===== src/tdi_pkg.sv =====
// ----------------------------------------------------------------------------
// Tilt direction indicator package
// Shared widths, fixed-point constants, direction and register codes, and the
// arctangent table of the CORDIC unit.
// ----------------------------------------------------------------------------
package tdi_pkg;

    // Sample averaging
    localparam int AVG_COUNT = 8;
    localparam int SAMPLE_W  = 14;
    localparam int CNT_W     = $clog2(AVG_COUNT);
    localparam int SUM_W     = SAMPLE_W + CNT_W;

    // CORDIC datapath
    localparam int CORDIC_STEPS = 16;
    localparam int STEP_W       = $clog2(CORDIC_STEPS);
    localparam int PRESCALE     = 24;
    localparam int CW           = SUM_W + PRESCALE + 3;
    localparam int ZW           = 24;
    localparam int ATAN_W       = 22;
    localparam int ANG_W        = 23;
    localparam int DEG90_FX     = 90 * 65536;

    // Angle and result fields
    localparam int ANGLE_W = 17;
    localparam int FULL_W  = ANGLE_W + 8;
    localparam int DIR_W   = 3;
    localparam int DUTY_W  = 16;
    localparam int DIFF_W  = 15;
    localparam int LIM_W   = ANGLE_W + 1;
    localparam int QUAD_T  = 90 * 256;

    // Configuration field widths
    localparam int THR_W    = 7;
    localparam int TOL_W    = 13;
    localparam int PERIOD_W = 16;
    localparam int SPLIT_W  = 7;

    // Duty scaling: divide by 90*256 = 2^9 * 45, the odd part by reciprocal.
    localparam int DIV_SHIFT   = 9;
    localparam int DIV_ODD     = 45;
    localparam int RECIP_SHIFT = 28;
    localparam int RECIP       = (2 ** RECIP_SHIFT + DIV_ODD - 1) / DIV_ODD;
    localparam int MUL_A_W     = 22;
    localparam int MUL_B_W     = 23;
    localparam int PROD_W      = MUL_A_W + MUL_B_W;

    // Stream widths
    localparam int S_DATA_W = ((2 * SAMPLE_W + 7) / 8) * 8;
    localparam int M_BITS   = DIR_W + ANGLE_W + DUTY_W + 1;
    localparam int M_DATA_W = ((M_BITS + 7) / 8) * 8;

    // Direction codes
    localparam logic [DIR_W-1:0] DIR_NORTH = 3'd0;
    localparam logic [DIR_W-1:0] DIR_EAST  = 3'd1;
    localparam logic [DIR_W-1:0] DIR_SOUTH = 3'd2;
    localparam logic [DIR_W-1:0] DIR_WEST  = 3'd3;
    localparam logic [DIR_W-1:0] DIR_FLAT  = 3'd4;

    // Register map
    localparam int ADDR_W    = 5;
    localparam int REG_IDX_W = ADDR_W - 2;
    localparam logic [REG_IDX_W-1:0] REG_ANGLE_THRESHOLD = 3'd0;
    localparam logic [REG_IDX_W-1:0] REG_X_TOLERANCE     = 3'd1;
    localparam logic [REG_IDX_W-1:0] REG_Y_TOLERANCE     = 3'd2;
    localparam logic [REG_IDX_W-1:0] REG_PWM_PERIOD      = 3'd3;
    localparam logic [REG_IDX_W-1:0] REG_TONE_SPLIT      = 3'd4;

    // atan(2^-i) in degrees, units of 2^-16, rounded.
    function automatic logic [ATAN_W-1:0] atan_entry(input int unsigned idx);
        logic [ATAN_W-1:0] val;
        case (idx)
            0:  val = ATAN_W'(2949120);
            1:  val = ATAN_W'(1740967);
            2:  val = ATAN_W'(919879);
            3:  val = ATAN_W'(466945);
            4:  val = ATAN_W'(234379);
            5:  val = ATAN_W'(117304);
            6:  val = ATAN_W'(58666);
            7:  val = ATAN_W'(29335);
            8:  val = ATAN_W'(14668);
            9:  val = ATAN_W'(7334);
            10: val = ATAN_W'(3667);
            11: val = ATAN_W'(1833);
            12: val = ATAN_W'(917);
            13: val = ATAN_W'(458);
            14: val = ATAN_W'(229);
            15: val = ATAN_W'(115);
            16: val = ATAN_W'(57);
            17: val = ATAN_W'(29);
            18: val = ATAN_W'(14);
            19: val = ATAN_W'(7);
            20: val = ATAN_W'(4);
            21: val = ATAN_W'(2);
            22: val = ATAN_W'(1);
            default: val = '0;
        endcase
        return val;
    endfunction

endpackage


===== src/tdi_cordic.sv =====
// ----------------------------------------------------------------------------
// Vectoring CORDIC
// First-quadrant atan2 of two magnitudes, one rotation per cycle through a
// single shift/add unit; result in degrees, units of 2^-16, clamped 0..90.
// ----------------------------------------------------------------------------
module tdi_cordic import tdi_pkg::*; (
    input  logic             aclk,
    input  logic             aresetn,
    input  logic             start,
    input  logic [SUM_W-1:0] abs_x,
    input  logic [SUM_W-1:0] abs_y,
    output logic             done,
    output logic [ANG_W-1:0] angle
);

    logic signed [CW-1:0] x_reg, x_next, y_reg, y_next;
    logic signed [CW-1:0] x_shr, y_shr;
    logic signed [ZW-1:0] z_reg, z_next, atan_val;
    logic [STEP_W-1:0]    step_reg, step_next;
    logic                 busy_reg, busy_next;
    logic                 done_reg, done_next;

    // Arithmetic shifts round toward minus infinity, as the rotation needs.
    assign x_shr    = x_reg >>> step_reg;
    assign y_shr    = y_reg >>> step_reg;
    assign atan_val = $signed(ZW'(atan_entry(int'(step_reg))));

    always_comb begin
        x_next    = x_reg;
        y_next    = y_reg;
        z_next    = z_reg;
        step_next = step_reg;
        busy_next = busy_reg;
        done_next = 1'b0;
        if (start) begin
            x_next    = $signed(CW'({abs_x, {PRESCALE{1'b0}}}));
            y_next    = $signed(CW'({abs_y, {PRESCALE{1'b0}}}));
            z_next    = '0;
            step_next = '0;
            busy_next = 1'b0;
            // Axis-aligned vectors skip the rotations.
            if (abs_y == '0) begin
                done_next = 1'b1;
            end else if (abs_x == '0) begin
                z_next    = ZW'(DEG90_FX);
                done_next = 1'b1;
            end else begin
                busy_next = 1'b1;
            end
        end else if (busy_reg) begin
            if (y_reg > 0) begin
                x_next = x_reg + y_shr;
                y_next = y_reg - x_shr;
                z_next = z_reg + atan_val;
            end else begin
                x_next = x_reg - y_shr;
                y_next = y_reg + x_shr;
                z_next = z_reg - atan_val;
            end
            step_next = step_reg + 1'b1;
            if (step_reg == STEP_W'(CORDIC_STEPS - 1)) begin
                busy_next = 1'b0;
                done_next = 1'b1;
            end
        end
    end

    always_ff @(posedge aclk) begin
        if (!aresetn) begin
            step_reg <= '0;
            busy_reg <= 1'b0;
            done_reg <= 1'b0;
        end else begin
            step_reg <= step_next;
            busy_reg <= busy_next;
            done_reg <= done_next;
        end
    end

    always_ff @(posedge aclk) begin
        x_reg <= x_next;
        y_reg <= y_next;
        z_reg <= z_next;
    end

    always_comb begin
        if (z_reg < 0) begin
            angle = '0;
        end else if (z_reg > $signed(ZW'(DEG90_FX))) begin
            angle = ANG_W'(DEG90_FX);
        end else begin
            angle = z_reg[ANG_W-1:0];
        end
    end

    assign done = done_reg;

    a_no_restart: assert property (@(posedge aclk) disable iff (!aresetn)
        busy_reg |-> !start)
        else $error("CORDIC started while busy");

endmodule


===== src/tilt_direction_indicator.sv =====
// ----------------------------------------------------------------------------
// Tilt direction indicator
// Sums blocks of accelerometer samples, finds the tilt angle with a CORDIC
// and gives direction, angle, PWM duty and tone choice once per block.
// ----------------------------------------------------------------------------
//  Channel | Ports      | Direction | Beat
//  --------+------------+-----------+-------------------------------------
//  input   | s_t*       | in        | one x/y sample pair
//  result  | m_t*       | out       | one result per block of 8 samples
//  config  | APB p*     | in/out    | register write or read
//
//  A sample that does not close a block leaves s_tready high.
//  The closing sample holds s_tready low while the block is processed: a
//  setup state, 16 CORDIC rotations in the shared shift/add unit (skipped
//  when one sum is zero) and a state that flags their end, then classify,
//  two passes through the shared multiplier and output load. The result
//  register decouples the output; a stalled m_tready delays the load of
//  the next result and holds s_tready low. Reset is synchronous, active low.
// ----------------------------------------------------------------------------
module tilt_direction_indicator import tdi_pkg::*; (
    input  logic                aclk,
    input  logic                aresetn,
    input  logic                s_tvalid,
    output logic                s_tready,
    input  logic [S_DATA_W-1:0] s_tdata,   // x_sample[13:0], y_sample[27:14]
    output logic                m_tvalid,
    input  logic                m_tready,
    // direction[2:0], tilt_angle[19:3], duty[35:20], tone_select[36]
    output logic [M_DATA_W-1:0] m_tdata,
    output logic [0:0]          m_tuser,   // duty_valid[0]
    input  logic                psel,
    input  logic                penable,
    input  logic                pwrite,
    input  logic [ADDR_W-1:0]   paddr,
    input  logic [31:0]         pwdata,
    output logic [31:0]         prdata,
    output logic                pready
);

    localparam logic [2:0] ST_IDLE  = 3'd0;
    localparam logic [2:0] ST_PREP  = 3'd1;
    localparam logic [2:0] ST_WAIT  = 3'd2;
    localparam logic [2:0] ST_CLASS = 3'd3;
    localparam logic [2:0] ST_MUL1  = 3'd4;
    localparam logic [2:0] ST_MUL2  = 3'd5;
    localparam logic [2:0] ST_EMIT  = 3'd6;

    // Configuration registers
    logic [THR_W-1:0]    thr_reg;
    logic [TOL_W-1:0]    xtol_reg, ytol_reg;
    logic [PERIOD_W-1:0] period_reg;
    logic [SPLIT_W-1:0]  split_reg;
    logic                cfg_write;
    logic [REG_IDX_W-1:0] reg_idx;

    assign pready    = 1'b1;
    assign cfg_write = psel && penable && pwrite && pready;
    assign reg_idx   = paddr[ADDR_W-1:2];

    always_ff @(posedge aclk) begin
        if (!aresetn) begin
            thr_reg    <= THR_W'(10);
            xtol_reg   <= TOL_W'(45);
            ytol_reg   <= TOL_W'(34);
            period_reg <= PERIOD_W'(39);
            split_reg  <= SPLIT_W'(45);
        end else if (cfg_write) begin
            case (reg_idx)
                REG_ANGLE_THRESHOLD: thr_reg    <= pwdata[THR_W-1:0];
                REG_X_TOLERANCE:     xtol_reg   <= pwdata[TOL_W-1:0];
                REG_Y_TOLERANCE:     ytol_reg   <= pwdata[TOL_W-1:0];
                REG_PWM_PERIOD:      period_reg <= pwdata[PERIOD_W-1:0];
                REG_TONE_SPLIT:      split_reg  <= pwdata[SPLIT_W-1:0];
                default: ;
            endcase
        end
    end

    always_comb begin
        case (reg_idx)
            REG_ANGLE_THRESHOLD: prdata = 32'(thr_reg);
            REG_X_TOLERANCE:     prdata = 32'(xtol_reg);
            REG_Y_TOLERANCE:     prdata = 32'(ytol_reg);
            REG_PWM_PERIOD:      prdata = 32'(period_reg);
            REG_TONE_SPLIT:      prdata = 32'(split_reg);
            default:             prdata = '0;
        endcase
    end

    // Control and datapath registers
    logic [2:0]                state_reg, state_next;
    logic [CNT_W-1:0]          cnt_reg;
    logic signed [SUM_W-1:0]   xs_reg, ys_reg, xs_add, ys_add;
    logic [SUM_W-1:0]          abs_x, abs_y;
    logic [SUM_W:0]            xlim, ylim;
    logic                      xneg_reg, yneg_reg, flat_reg;
    logic [ANGLE_W-1:0]        t_reg;
    logic [FULL_W-1:0]         full_val;
    logic [DIR_W-1:0]          dir_reg, dir_calc;
    logic [DIFF_W-1:0]         diff_reg, diff_calc;
    logic [MUL_A_W-1:0]        mul_a;
    logic [MUL_B_W-1:0]        mul_b;
    logic [PROD_W-1:0]         mul_p, prod_reg;
    logic                      s_accept, block_end, out_free;
    logic                      cordic_done;
    logic [ANG_W-1:0]          cordic_angle;

    // Result register
    logic                      m_valid_reg;
    logic [DIR_W-1:0]          dir_out;
    logic [ANGLE_W-1:0]        t_out;
    logic [DUTY_W-1:0]         duty_out;
    logic                      dv_out, tone_out;

    assign s_tready  = (state_reg == ST_IDLE);
    assign s_accept  = s_tvalid && s_tready;
    assign block_end = (cnt_reg == CNT_W'(AVG_COUNT - 1));
    assign out_free  = !m_valid_reg || m_tready;

    assign xs_add = xs_reg + SUM_W'($signed(s_tdata[SAMPLE_W-1:0]));
    assign ys_add = ys_reg + SUM_W'($signed(s_tdata[2*SAMPLE_W-1:SAMPLE_W]));

    assign abs_x = xs_reg[SUM_W-1] ? SUM_W'(-xs_reg) : SUM_W'(xs_reg);
    assign abs_y = ys_reg[SUM_W-1] ? SUM_W'(-ys_reg) : SUM_W'(ys_reg);
    assign xlim  = (SUM_W+1)'(xtol_reg) * (SUM_W+1)'(AVG_COUNT);
    assign ylim  = (SUM_W+1)'(ytol_reg) * (SUM_W+1)'(AVG_COUNT);

    tdi_cordic u_cordic (
        .aclk    (aclk),
        .aresetn (aresetn),
        .start   (state_reg == ST_PREP),
        .abs_x   (abs_x),
        .abs_y   (abs_y),
        .done    (cordic_done),
        .angle   (cordic_angle)
    );

    // Map the first-quadrant angle by the signs of the sums.
    always_comb begin
        case ({xneg_reg, yneg_reg})
            2'b00:   full_val = FULL_W'(cordic_angle);
            2'b10:   full_val = FULL_W'(2 * DEG90_FX) - FULL_W'(cordic_angle);
            2'b11:   full_val = FULL_W'(2 * DEG90_FX) + FULL_W'(cordic_angle);
            default: full_val = FULL_W'(4 * DEG90_FX) - FULL_W'(cordic_angle);
        endcase
        if (full_val >= FULL_W'(4 * DEG90_FX)) begin
            full_val = full_val - FULL_W'(4 * DEG90_FX);
        end
    end

    // Quadrant pick; the lowest matching quadrant wins.
    always_comb begin : classify
        logic [LIM_W-1:0] lo_v, hi_v;
        lo_v      = '0;
        hi_v      = '0;
        dir_calc  = DIR_FLAT;
        diff_calc = '0;
        if (!flat_reg) begin
            for (int k = 3; k >= 0; k--) begin
                lo_v = LIM_W'((k * 90 + int'(thr_reg)) * 256);
                hi_v = LIM_W'((k + 1) * QUAD_T);
                if (LIM_W'(t_reg) >= lo_v && LIM_W'(t_reg) <= hi_v) begin
                    dir_calc  = DIR_W'(k);
                    diff_calc = DIFF_W'(hi_v - LIM_W'(t_reg));
                end
            end
        end
    end

    // Shared multiplier: diff * period, then scaling by the reciprocal of 45.
    always_comb begin
        if (state_reg == ST_MUL1) begin
            mul_a = MUL_A_W'(diff_reg);
            mul_b = MUL_B_W'(period_reg);
        end else begin
            mul_a = prod_reg[DIV_SHIFT +: MUL_A_W];
            mul_b = MUL_B_W'(RECIP);
        end
    end
    assign mul_p = PROD_W'(mul_a) * PROD_W'(mul_b);

    always_comb begin
        state_next = state_reg;
        case (state_reg)
            ST_IDLE:  if (s_accept && block_end) state_next = ST_PREP;
            ST_PREP:  state_next = ST_WAIT;
            ST_WAIT:  if (cordic_done) state_next = ST_CLASS;
            ST_CLASS: state_next = ST_MUL1;
            ST_MUL1:  state_next = ST_MUL2;
            ST_MUL2:  state_next = ST_EMIT;
            ST_EMIT:  if (out_free) state_next = ST_IDLE;
            default:  state_next = ST_IDLE;
        endcase
    end

    always_ff @(posedge aclk) begin
        if (!aresetn) begin
            state_reg   <= ST_IDLE;
            cnt_reg     <= '0;
            xs_reg      <= '0;
            ys_reg      <= '0;
            m_valid_reg <= 1'b0;
        end else begin
            state_reg <= state_next;
            if (s_accept) begin
                xs_reg  <= xs_add;
                ys_reg  <= ys_add;
                cnt_reg <= block_end ? '0 : cnt_reg + 1'b1;
            end else if (state_reg == ST_PREP) begin
                xs_reg <= '0;
                ys_reg <= '0;
            end
            if (state_reg == ST_EMIT && out_free) begin
                m_valid_reg <= 1'b1;
            end else if (m_tready) begin
                m_valid_reg <= 1'b0;
            end
        end
    end

    always_ff @(posedge aclk) begin
        if (state_reg == ST_PREP) begin
            xneg_reg <= xs_reg[SUM_W-1];
            yneg_reg <= ys_reg[SUM_W-1];
            // Strictly inside +-(count * tolerance) on both axes.
            flat_reg <= ({1'b0, abs_x} < xlim) && ({1'b0, abs_y} < ylim);
        end
        if (state_reg == ST_WAIT && cordic_done) begin
            t_reg <= full_val[FULL_W-1:8];
        end
        if (state_reg == ST_CLASS) begin
            dir_reg  <= dir_calc;
            diff_reg <= diff_calc;
        end
        if (state_reg == ST_MUL1 || state_reg == ST_MUL2) begin
            prod_reg <= mul_p;
        end
        if (state_reg == ST_EMIT && out_free) begin
            dir_out  <= dir_reg;
            t_out    <= t_reg;
            duty_out <= prod_reg[RECIP_SHIFT +: DUTY_W];
            dv_out   <= (dir_reg != DIR_FLAT);
            tone_out <= (diff_reg > DIFF_W'({split_reg, 8'b0}));
        end
    end

    assign m_tvalid = m_valid_reg;
    assign m_tdata  = M_DATA_W'({tone_out, duty_out, t_out, dir_out});
    assign m_tuser  = dv_out;

    a_cordic_done_in_wait: assert property (@(posedge aclk) disable iff (!aresetn)
        cordic_done |-> state_reg == ST_WAIT)
        else $error("CORDIC result arrived outside the wait state");

    a_count_clear_when_busy: assert property (@(posedge aclk) disable iff (!aresetn)
        state_reg != ST_IDLE |-> cnt_reg == '0)
        else $error("sample count not cleared while a block is processed");

    a_block_end_starts: assert property (@(posedge aclk) disable iff (!aresetn)
        s_accept && block_end |=> state_reg == ST_PREP)
        else $error("closing beat of a block did not start processing");

    a_flat_no_duty: assert property (@(posedge aclk) disable iff (!aresetn)
        m_valid_reg && dir_out == DIR_FLAT |-> duty_out == '0 && !dv_out && !tone_out)
        else $error("flat result carries duty or tone");

endmodule

===== config.mk =====
export PLATFORM = sky130hd
export DESIGN_NAME = tilt_direction_indicator
export DESIGN_NICKNAME = d
export VERILOG_FILES = /design/src/tdi_pkg.sv /design/src/tdi_cordic.sv /design/src/tilt_direction_indicator.sv
export SDC_FILE = /design/constraint.sdc
export NUM_CORES = 2
export LEC_CHECK = 0
export ABC_AREA = 1
export BUFFER_PORTS_ARGS = -buffer_cell sky130_fd_sc_hd__buf_2
export CAP_MARGIN = 20
export CORE_MARGIN = 3
export CORE_UTILIZATION = 52
export CTS_CLUSTER_DIAMETER = 100
export DETAILED_ROUTE_END_ITERATION = 7
export PLACE_DENSITY = 0.69
export SLEW_MARGIN = 30
export SYNTH_ARGS = -nofsm -noshare
export SYNTH_HDL_FRONTEND = slang
export SYNTH_HIERARCHICAL = 1
export SYNTH_SLANG_ARGS = --single-unit

===== constraint.sdc =====
create_clock -name aclk -period 7.6 [get_ports aclk]
set_clock_uncertainty 0.05 [all_clocks]
set_input_delay 1.14 -clock aclk [delete_from_list [all_inputs] [get_ports aclk]]
set_output_delay 1.14 -clock aclk [all_outputs]
set_load 0.01 [all_outputs]

== After elaboration in Yosys (flattened, before gate mapping) ==
Memory sizes are Yosys's and may differ from the RTL's. A register that Yosys moved wholly into a read port is not among the register bits.
Cells that the tools add are included.
Operators by class
  $add $sub $neg: 23
  multipliers: 1
  order comparisons: 15
  eq/ne operators: 18
  shifts and indexed selects: 2
  muxes and demuxes: 50
  bitwise logic cells: 1
  reduce and logical (&&, ||, !) cells: 31
Operators by type and width (number)
  $mux 41: 4
  $mux 24: 4
  $mux 23: 4
  $add 44x44->44: 2
  $mux 44: 2
  $sshr 44x4->44: 2
  $sub 44x44->44: 2
  $mux 17: 5
  $pmux 16 s5: 1
  $pmux 25 s3: 1
  $mux 15: 4
  $gt 44x1->1 const B: 1
  $mul 22x23->44: 1
  $add 17x14->17: 2
  $le 17x17->1 const B: 2
  $logic_not 17->1: 2
  $lt 17x16->1: 2
  $neg 17->17: 2
  $sub 15x15->15 const A: 2
  $add 24x23->25 const A: 1
  $ge 25x25->1 const B: 1
  $mux 25: 1
  $sub 24x23->25 const A: 1
  $sub 25x23->25 const A: 1
  43 further kinds: 91
Word-level totals
  bits in registers: 335
  bits in read-only memories: 352
  output and inout bits: 76
  word-level logic and storage cells: 174
  memories kept: 1
Memories
  (no name shown): words 16, bits a word 22, rd ports 1, clocked after memory_dff 1, write ports 0, RTL line tdi_pkg.sv:72  | case (idx)

== Depth between registers and ports, before layout ==
  word-level depth: 7
  mapped depth: 37
  gate-level depth less buffers: 35

== Hierarchy ==
Netlist, hierarchy kept.
Modules (own cells, without submodules)
  tilt_direction_indicator: times used 1, cells each 3546, area an instance 28255.8 um^2, sequential area each 5275.1 um^2
  tdi_cordic: times used 1, cells each 3245, area an instance 19157.1 um^2, sequential area each 3383.2 um^2

== Least setup slack after synthesis ==
OpenSTA, ideal clock, no wires.
  kind: register to register
  from: reg state_reg[0]
  to: reg prod_reg[42] (data pin)
  setup time: 0.252 ns
  data arrival time: 6.533 ns
  slack: 0.765 ns
  stages on the path, launching flop included: 30
  period minus slack after synthesis: 6.835 ns
  cells stage by stage: dfxtp_1 nor2_2 nand2_4 buf_6 clkbuf_1 nor2_1 inv_1 nor2_1 fa_1 fa_1 inv_1 fa_1 inv_1 fa_1 fa_1 fa_1 inv_1 fa_1 inv_1 ha_1 a21oi_1 inv_1 a21oi_1 o21ai_0 a211oi_1 nand2_1 nand2_1 nand2_1 nand2_1 nand2_1
Between the ends
  longest elaborated chain between the ends: 3
  elaborated cells on any way between the ends: 4
  classes of those cells: mul (1); eq/ne (1); mux (2)
RTL lines
  start: declaration: RTL line tilt_direction_indicator.sv:91  | logic [2:0] state_reg, state_next;
  start signal: assignment: RTL line tilt_direction_indicator.sv:204  | state_reg <= state_next;
  $eq 3x3->1 (*): RTL line tilt_direction_indicator.sv:172  | if (state_reg == ST_MUL1) begin
  $mux 22 or $mux 23 (tied branches): RTL line tilt_direction_indicator.sv:172
  $mul 22x23->44 (*): RTL line tilt_direction_indicator.sv:180  | assign mul_p = PROD_W'(mul_a) * PROD_W'(mul_b);
  via mul_p[42]: RTL line tilt_direction_indicator.sv:103  | logic [PROD_W-1:0] mul_p, prod_reg;
  end signal: assignment: RTL line tilt_direction_indicator.sv:236  | prod_reg <= mul_p;
  end: declaration: RTL line tilt_direction_indicator.sv:103
Mark *: on every way through the listed nets, which the timed path passes. The rest lies on a longest branch.
A chain may end at the register's enable or synchronous reset.

== Worst setup path after layout ==
  from: reg state_reg[1]
  to: reg prod_reg[43] (data pin)
Same word-level chain as after synthesis.

==> flow_summary.toml <==
[timing]
setup_ws_ns = 0.354
tightestPinTransition_ns = 1.10
finalHoldViolations = 0
setup_viol = 0
timing.hold.ws_ns = 0.373
rsz0062_at_grt = "false"
maxSlewViolCount = 0
timing.slew.headroom_pct = 26.0
final.setup.tns_ns = 0
max_freq_ghz = 0.138
finalCriticalPeriod_ns = 7.25
period_share_pct = 95.3

[layout]
drive_gt1_share_pct = 6.34
nets = 7785
fin_cells = 8149
syn2layout_area_growth_pct = 8.16
fillers = 8805

[hold_path]
hold_class = "reg2reg"
hold_depth = 0

[critical_path]
cpPeakStageDelay_ns = 0.56
criticalPathCategory = "reg2reg"
critPathTopFamily = "adder cells"
reg2regPathDepth = 28
crit_fanout = 12
arrival_ns = 7.55
cpMaxStageDelayCell = "fa_1"
endpoint_kind = "register"
crit_buf_inv = 7
cp.required_ns = 7.91
critPathMostFrequentCell = "fa_1"
setup.worst_path.start_class = "register"
cp.depth = 28

[cts]
clk_pin_slew_worst_paths_ns = 0.06
clk_latency_ns = 0.65
tritoncts = "done"
cts_hold_buf = 0
h-tree-depth = 2
clock-sinks = 348
cts_made_buffers = 46
cts_root_buf = "clkbuf_16"
cts.path.max_buffers = 3

[global_routing]
grt.total_usage_pct = 32.9
grt.overflow.total = 0
antenna_found_initial = 11
grt_pass1_vias = 43800
grt_max_degree = 85
grt_pass1_wl_um = 245000

[floorplanning]
coreArea_mm2 = 0.0901
io_pins = 152
start_util_pct = 52.6
dieArea_mm2 = 0.0948
die_h_um = 308
rows = 110
die_w_um = 308

[power]
p_leak_nw = 25.1
ir_worst_vdd_mv = 0.436
pwr_density_cell_mw_per_mm2 = 421

[logic_synthesis]
synth_top_area_cell = "fa_1"
yosys_warnings = 6
synthTopCellsByArea = "fa_1 (16%), nand2_1 (12%), edfxtp_1 (11%)"
async_flop_share_pct = 0
syn_area_mm2 = 0.0474
synth_ff_type = "dfxtp_1"
synth-seq-cells = 348
seq_area_frac_synth_pct = 18.3
netlist-cell-type-count = 69
synth_edf_count = 169
synth_top_area_share_pct = 15.9
netlist_instances = 6791
synth_area_per_cell_um2 = 6.98

[placed_design]
place_inst = 8058
dp_hpwl_um = 129000
portBuffers = 109
gp_congestion = 1.00
post-place-ws_ns = 0.182

[drt]
ant_nets = 0
dr.pass1.iters = 6
drc = 0
vias = 46100
drt_iter0_drc = 4415
avgRoutedWirePerCell_um = 19.4
routed_wl_um = 158000
via_per_inst = 5.65

[run]
maxCapViolations = 0

[run_status]
status = "complete, no violations"
logic make-up (layout without fill, tap and decap cells):
kind of cell	Yosys count	after routing	share of synthesized area (%)
buffers and inverters	1269	1360	10.6
XOR/XNOR	228	228	4.21
flip-flops	348	348	18.3
AO/OA/AOI/OAI	1086	1086	12.7
AND/OR/NAND/NOR	3078	3079	27.7
multiplexers	5	5	0.106
other	2	92	0.0158
adder cells (fa/ha/maj)	775	775	26.4
cell type report:
type / instances / area, um^2 / area share (%)
inverter: 1072 / 4030 / 7.86
clock inverter: 20 / 270 / 0.527
timing repair buffer: 203 / 1260 / 2.46
tap: 1176 / 1470 / 2.87
clock buffer: 65 / 1430 / 2.79
multi-input combinational: 5263 / 34100 / 66.6
sequential: 348 / 8670 / 16.9
antenna: 2 / 5.00 / 0.00976
worst register-to-register path, delay by kind of cell, from the launching register on:
family	cells	cell delay [ns]
buffers and inverters	7	0.69
DFF	1	0.34
and+or+nand+nor	8	0.81
adders and majority gates	8	3.94
AOI/OAI and AO/OA	5	1.12
final timing paths:
check | to | slack (ns) | start
worst min register to register | duty_out[12] | 0.37 | prod_reg[40]
worst max register to register | prod_reg[43] | 0.35 | state_reg[1]
worst min-delay path | duty_out[12] | 0.37 | prod_reg[40]
worst max-delay path | prod_reg[43] | 0.35 | state_reg[1]
layer usage:
layer / global-route usage (%) / part of all wire [%]
met5: 0 / 0.0076
met4: 15.8 / 5.8
met3: 3.82 / 6.9
met2: 54.9 / 46
met1: 42.6 / 41
placed cells by master (no fill, tap or decap), types with 169 or more instances in the layout:
cell type and count:
nor2_1 674, nand2_1 1462, ha_1 398, fa_1 377
inv_1 1038, dfxtp_1 173, o21ai_0 382, a21oi_1 448
nand3_1 641, edfxtp_1 169
where the power goes:
group | switching (mW) | internal (mW) | leakage [nW]
sequential | 0.441 | 2.63 | 3.00
combinational | 10.6 | 5.58 | 21.3
clock | 0.971 | 1.43 | 0.817
cells in the mapped netlist (44+ instances only):
cell type / count
fa_1: 377
inv_1: 1044
xor2_1: 155
a31oi_1: 44
xnor2_1: 73
nand4_1: 50
nor3_1: 85
o21ai_0: 392
edfxtp_1: 169
a21oi_1: 451
buf_2: 52
nor2_1: 680
nand2_1: 1463
nand3_1: 641
dfxtp_1: 179
ha_1: 398
clkbuf_1: 84
per-stage QoR:
step	util (%)	cell area, um^2	total power [mW]
2_1_floorplan	-	47700	14.7
3_3_place_gp	54.9	49500	18.7
3_5_place_dp	54.9	49500	18.8
4_1_cts	56.8	51200	21.4
5_1_grt	56.9	51300	23.8
6_report	56.9	51300	21.6
timing repair:
item	CTS	global route
setup endpoints to repair	0	19
resized for setup	0	25
setup buffers	0	3
hold endpoints to repair	0	0
Note: power is estimated with default switching activity, not from simulation.
